==> config.mk <==
export PLATFORM = sky130hd
export DESIGN_NAME = ttacc_front
export DESIGN_NICKNAME = d
export VERILOG_FILES = /design/src/rtl/core/ttacc_pkg.sv /design/src/rtl/core/ttacc_front.sv
export SDC_FILE = /design/constraint.sdc
export NUM_CORES = 1
export LEC_CHECK = 0
export BUFFER_PORTS_ARGS = -buffer_cell sky130_fd_sc_hd__buf_2
export CORE_MARGIN = 2
export CORE_UTILIZATION = 56
export CTS_BUF_LIST = sky130_fd_sc_hd__clkbuf_4 sky130_fd_sc_hd__clkbuf_8 sky130_fd_sc_hd__clkbuf_16
export CTS_CLUSTER_SIZE = 30
export DETAILED_ROUTE_END_ITERATION = 8
export GPL_TIMING_DRIVEN = 0
export HOLD_SLACK_MARGIN = 0.15
export PLACE_DENSITY = 0.93
export REMOVE_ABC_BUFFERS = 1
export SYNTH_ARGS = -nofsm -noshare
export SYNTH_HDL_FRONTEND = slang
export SYNTH_SLANG_ARGS = --single-unit
export TNS_END_PERCENT = 50
==> constraint.sdc <==
create_clock -name clk -period 20.4 [get_ports clk]
set_clock_uncertainty 0.1 [all_clocks]
set_input_delay 3.06 -clock clk [delete_from_list [all_inputs] [get_ports clk]]
set_output_delay 3.06 -clock clk [all_outputs]
set_load 0.05 [all_outputs]
==> src/rtl/core/ttacc_pkg.sv <==
`timescale 1ns / 1ps
// ----------------------------------------------------------------------------
// ttacc_pkg
// Shared types, codes and saturation helpers of the tangent accumulator.
// ----------------------------------------------------------------------------
package ttacc_pkg;

	localparam logic [1:0] ACT_LOAD = 2'd0;
	localparam logic [1:0] ACT_TRI  = 2'd1;
	localparam logic [1:0] ACT_READ = 2'd2;

	// request kinds after classification in the front end
	typedef enum logic [2:0] {
		OP_LOAD,
		OP_READ,
		OP_READ_ZERO,
		OP_TRI,
		OP_TRI_SKIP
	} op_t;

	typedef struct packed {
		op_t                op;
		logic [9:0]         slot;
		logic signed [31:0] pos_x;
		logic signed [31:0] pos_y;
		logic signed [31:0] pos_z;
		logic signed [31:0] tex_u;
		logic signed [31:0] tex_v;
		logic [9:0]         corner_a;
		logic [9:0]         corner_b;
		logic [9:0]         corner_c;
	} req_t;

	typedef struct packed {
		logic signed [31:0] pos_x;
		logic signed [31:0] pos_y;
		logic signed [31:0] pos_z;
		logic signed [31:0] tex_u;
		logic signed [31:0] tex_v;
	} vtx_t;

	// tangent x, y, z in lanes 0..2, bitangent x, y, z in lanes 3..5
	typedef logic [5:0][31:0] sums_t;

	typedef struct packed {
		logic [9:0]         result_slot;
		logic signed [31:0] tangent_x;
		logic signed [31:0] tangent_y;
		logic signed [31:0] tangent_z;
		logic signed [31:0] bitangent_x;
		logic signed [31:0] bitangent_y;
		logic signed [31:0] bitangent_z;
		logic               degenerate;
	} res_t;

	typedef enum logic [4:0] {
		ST_CLEAR,
		ST_IDLE,
		ST_RD_SUM,
		ST_RD_A,
		ST_RD_B,
		ST_RD_C,
		ST_DELTA,
		ST_DET_MUL,
		ST_DET_SUB,
		ST_DIV,
		ST_NUM_MUL,
		ST_NUM_SUB,
		ST_SCL_MUL,
		ST_SCL_SUM,
		ST_ACC_RD,
		ST_ACC_WR,
		ST_EMIT
	} state_t;

	// clip a 33-bit signed value to 32 bits
	function automatic logic signed [31:0] sat33(input logic signed [32:0] s);
		logic signed [31:0] r;
		if (s[32] != s[31]) begin
			r = s[32] ? 32'sh8000_0000 : 32'sh7FFF_FFFF;
		end else begin
			r = s[31:0];
		end
		return r;
	endfunction

	function automatic logic signed [31:0] sat_add(input logic signed [31:0] a,
			input logic signed [31:0] b);
		return sat33({a[31], a} + {b[31], b});
	endfunction

	function automatic logic signed [31:0] sat_sub(input logic signed [31:0] a,
			input logic signed [31:0] b);
		return sat33({a[31], a} - {b[31], b});
	endfunction

	// apply a sign to a magnitude, clipping to signed 32 bits
	function automatic logic signed [31:0] sat_mag(input logic [63:0] m, input logic neg);
		logic signed [31:0] r;
		if (neg) begin
			r = (m >= 64'h8000_0000) ? 32'sh8000_0000 : -$signed(m[31:0]);
		end else begin
			r = (m >= 64'h7FFF_FFFF) ? 32'sh7FFF_FFFF : $signed(m[31:0]);
		end
		return r;
	endfunction

endpackage

==> src/rtl/core/ttacc_front.sv <==
`timescale 1ns / 1ps
// ----------------------------------------------------------------------------
// ttacc_front
// Accepts input items, classifies them and queues requests for the back end.
// ----------------------------------------------------------------------------
module ttacc_front import ttacc_pkg::*; #(
	parameter int MAX_VERTICES = 1024
) (
	input  logic               clk,
	input  logic               arst_n,
	input  logic               push,
	output logic               full,
	input  logic [1:0]         action,
	input  logic [9:0]         vertex_slot,
	input  logic signed [31:0] pos_x,
	input  logic signed [31:0] pos_y,
	input  logic signed [31:0] pos_z,
	input  logic signed [31:0] tex_u,
	input  logic signed [31:0] tex_v,
	input  logic [9:0]         corner_a,
	input  logic [9:0]         corner_b,
	input  logic [9:0]         corner_c,
	input  logic               busy,
	output logic               req_valid,
	output req_t               req,
	input  logic               req_pop
);

	req_t       q_mem [2];
	logic       wr_q;
	logic       rd_q;
	logic [1:0] cnt_q;
	logic       keep;
	logic       enq;
	logic       deq;
	req_t       new_req;

	function automatic logic in_range(input logic [9:0] s);
		return 32'(s) < 32'(MAX_VERTICES);
	endfunction

	always_comb begin
		new_req.slot     = vertex_slot;
		new_req.pos_x    = pos_x;
		new_req.pos_y    = pos_y;
		new_req.pos_z    = pos_z;
		new_req.tex_u    = tex_u;
		new_req.tex_v    = tex_v;
		new_req.corner_a = corner_a;
		new_req.corner_b = corner_b;
		new_req.corner_c = corner_c;
		new_req.op       = OP_LOAD;
		keep             = 1'b0;
		unique case (action)
			ACT_LOAD: begin
				new_req.op = OP_LOAD;
				keep       = in_range(vertex_slot);
			end
			ACT_READ: begin
				new_req.op = in_range(vertex_slot) ? OP_READ : OP_READ_ZERO;
				keep       = 1'b1;
			end
			ACT_TRI: begin
				new_req.op = (in_range(corner_a) && in_range(corner_b) && in_range(corner_c))
					? OP_TRI : OP_TRI_SKIP;
				keep       = 1'b1;
			end
			default: begin
				keep = 1'b0;
			end
		endcase
	end

	assign full      = (cnt_q == 2'd2) || busy;
	assign enq       = push && !full && keep;
	assign req_valid = (cnt_q != 2'd0);
	assign deq       = req_pop && req_valid;
	assign req       = q_mem[rd_q];

	always_ff @(posedge clk or negedge arst_n) begin
		if (!arst_n) begin
			wr_q  <= 1'b0;
			rd_q  <= 1'b0;
			cnt_q <= 2'd0;
		end else begin
			if (enq) wr_q <= !wr_q;
			if (deq) rd_q <= !rd_q;
			cnt_q <= cnt_q + 2'(enq) - 2'(deq);
		end
	end

	always_ff @(posedge clk) begin
		if (enq) q_mem[wr_q] <= new_req;
	end

endmodule

==> impl_metrics.toml <==
[sta]
setup-tns-final_ns = 0
setup_violations = 0
fin_ws_ns = 13.57
finalCriticalPeriod_ns = 6.83
max_clock_freq_mhz = 147
maxSlewHeadroom_pct = 55.9
rsz0062_at_grt = "no"
maxSlewViolCount = 0
period_share_pct = 33.5
holdWs_ns = 0.431
tightest_slew_ns = 0.660
finalHoldViolCount = 0

[drt]
antenna_left = 0
drtPass1Iterations = 4
drc_errors = 0
routedWlPerCell_um = 21.2
vias = 7866
viasPerCell = 5.37
dr.first_iter.drc_count = 618
wirelength_um = 31000

[die]
die-area_um2 = 27800
coreArea_um2 = 26000
die_height_um = 167
start_util_pct = 57.0
die_w_um = 167
rows = 59
ios = 412

[cts]
clk_latency_ns = 0.51
clock-sinks = 408
cts.path.max_buffers = 3
numCtsBuffers = 41
hold_buffers = 0
postCtsSetupBuffers = 0
post_cts_resized = 0
htree_num_levels = 2
cts_tree = "done"
clkTransAtPathRegs_ns = 0.06
cts-root-buf = "clkbuf_16"

[layout]
design_area_um2 = 18900
layout-drive-gt1-share_pct = 62.0
fillers = 1529
num-nets-final = 1312
final_common_cell = "buf_2"
layout_common_cells = "buf_2 (410), edfxtp_1 (404), mux2_2 (202)"
area_delta_synth_final_pct = 27.5
finalCoreUtilization_pct = 72.7
multi_input_area_um2 = 2440
regArea_um2 = 12200

[logic_synthesis]
syn_area_um2 = 14800
synthMuxAreaShare_pct = 15.4
yosysUniqueCellTypes = 18
synth-compound-area-share_pct = 0
yosysWarnings = 0
synth_seq_cells = 408
synth.area.top_cells = "edfxtp_1 (82%), mux2_2 (15%), buf_2 (0.78%)"
synthSimpleGateAreaFrac_pct = 0.380
avgSynthCellArea_um2 = 22.6
synth_top_cell_by_area = "edfxtp_1"
synth_top_family_by_area = "multiplexers"
yosysSeqAreaShare_pct = 82.6
synth_xor_xnor_area_share_pct = 0.287
synthCells = 655
synthAdderAreaFrac_pct = 0.338
synth.top_cell.area_share_pct = 81.9

[setup_path]
path_class = "in2out"
critPathCapture = "full"
r2r-start = "cnt_q[1]"
r2r_slack_ns = 17.59
cp.required_ns = 17.24
crit_arrival_ns = 3.67
reg2reg_to = "q_mem[1][161]"
rr_worst_depth = 6
cp_max_fo = 2
cp-end-kind = "output pin"
crit_start = "busy"
critPathLaunchType = "input pin"

[placement]
place_area_um2 = 17600
routabilityCongestion = 0.783
dp_hpwl_um = 21400
preCtsSetupSlack_ns = 13.58
io_buffers = 410

[grt]
antenna_found_initial = 6
grt_max_degree = 49
grt_usage_pct = 21.7
grt_pass1_wl_um = 46300
grt-ovfl-total = 0
grt_pass1_vias = 8340

[power_and_ir_drop]
combPwrFrac_pct = 37.0
ir_worst_vdd_uv = 114
p_sw_uw = 1060
p_per_area_nw_per_um2 = 149
p_int_uw = 1760
p_sw_share_pct = 37.5
pwr-share-seq_pct = 37.3
p_clk_share_pct = 25.8
cellLeakagePower_uw = 0.00703

[status]
status = "completed"

[hold_path]
hp-class = "reg2reg"

[flow_run]
maxCapViolCount = 0
==> routing by layer <==
metal,share of wire [%],global-route usage [%],up-vias
met4,3.5,7.80,4
met1,35,23.9,3938
met3,7.0,5.54,78
met2,54,40.4,346
li1,-,-,3500
met5,0.077,0,-
==> metrics by stage <==
step | total power (uW) | std cells
5_1_grt | 2900 | 1463
4_1_cts | 2830 | 1460
2_1_floorplan | 1890 | 630
3_5_place_dp | 2110 | 1393
3_3_place_gp | 2180 | 1375
6_report | 2810 | 1464
==> cells in the mapped netlist <==
cell type / number
buf_6: 1
nor2_2: 1
edfxtp_1: 404
or4b_4: 1
dfrtp_1: 4
and2_1: 1
xnor2_1: 2
buf_2: 23
ha_1: 4
inv_1: 4
conb_1: 1
buf_4: 1
mux2_2: 202
xnor2_2: 1
nor2_1: 1
nor2b_4: 1
or2_2: 2
xor2_1: 1
==> power by group through the flow <==
stage               combinational [uW]  sequential [uW]  clock (uW)
finish                            1040             1050         725
global route                      1080             1050         768
CTS                               1050             1050         736
detailed placement                1040             1070           0
global placement                  1020             1160           0
floorplan                          770             1120           0
==> kinds of logic (layout without fill, tap and decap cells) <==
group / after synthesis / after routing
other: 1 / 5
muxes: 202 / 202
xor gates and xnor gates: 4 / 4
and+or+nand+nor: 7 / 7
DFF: 408 / 408
adders and majority gates: 4 / 4
buffers and inverters: 29 / 499
==> cell type report <==
cell class	count	share of cell area [%]
sequential	408	64.8
timing repair buffer	428	13.0
multi-input combinational	218	12.9
clock buffer	47	5.67
tap	335	2.22
clock inverter	20	1.25
inverter	4	0.0795
antenna	4	0.0530
==> critical path: stages <==
cell	delay [ns]
buf_2	0.10
or2_2	0.29
buf_2	0.21
==> how the worst min path moves through the flow <==
stage	cells past startpoint	startpoint	end	slack [ns]
floorplan	1	cnt_q[1]	cnt_q[1]	0.36
global placement	1	cnt_q[1]	cnt_q[1]	0.38
detailed placement	1	cnt_q[1]	cnt_q[1]	0.43
CTS	1	cnt_q[1]	cnt_q[1]	0.44
global route	1	cnt_q[1]	cnt_q[1]	0.45
finish	1	cnt_q[1]	cnt_q[1]	0.43
==> sequential cells by signal, indices dropped and copies added, names as in the netlist <==
signal	cells
cnt_q	2
wr_q	1
q_mem	404
rd_q	1
Power figures use the tool's default switching activity.
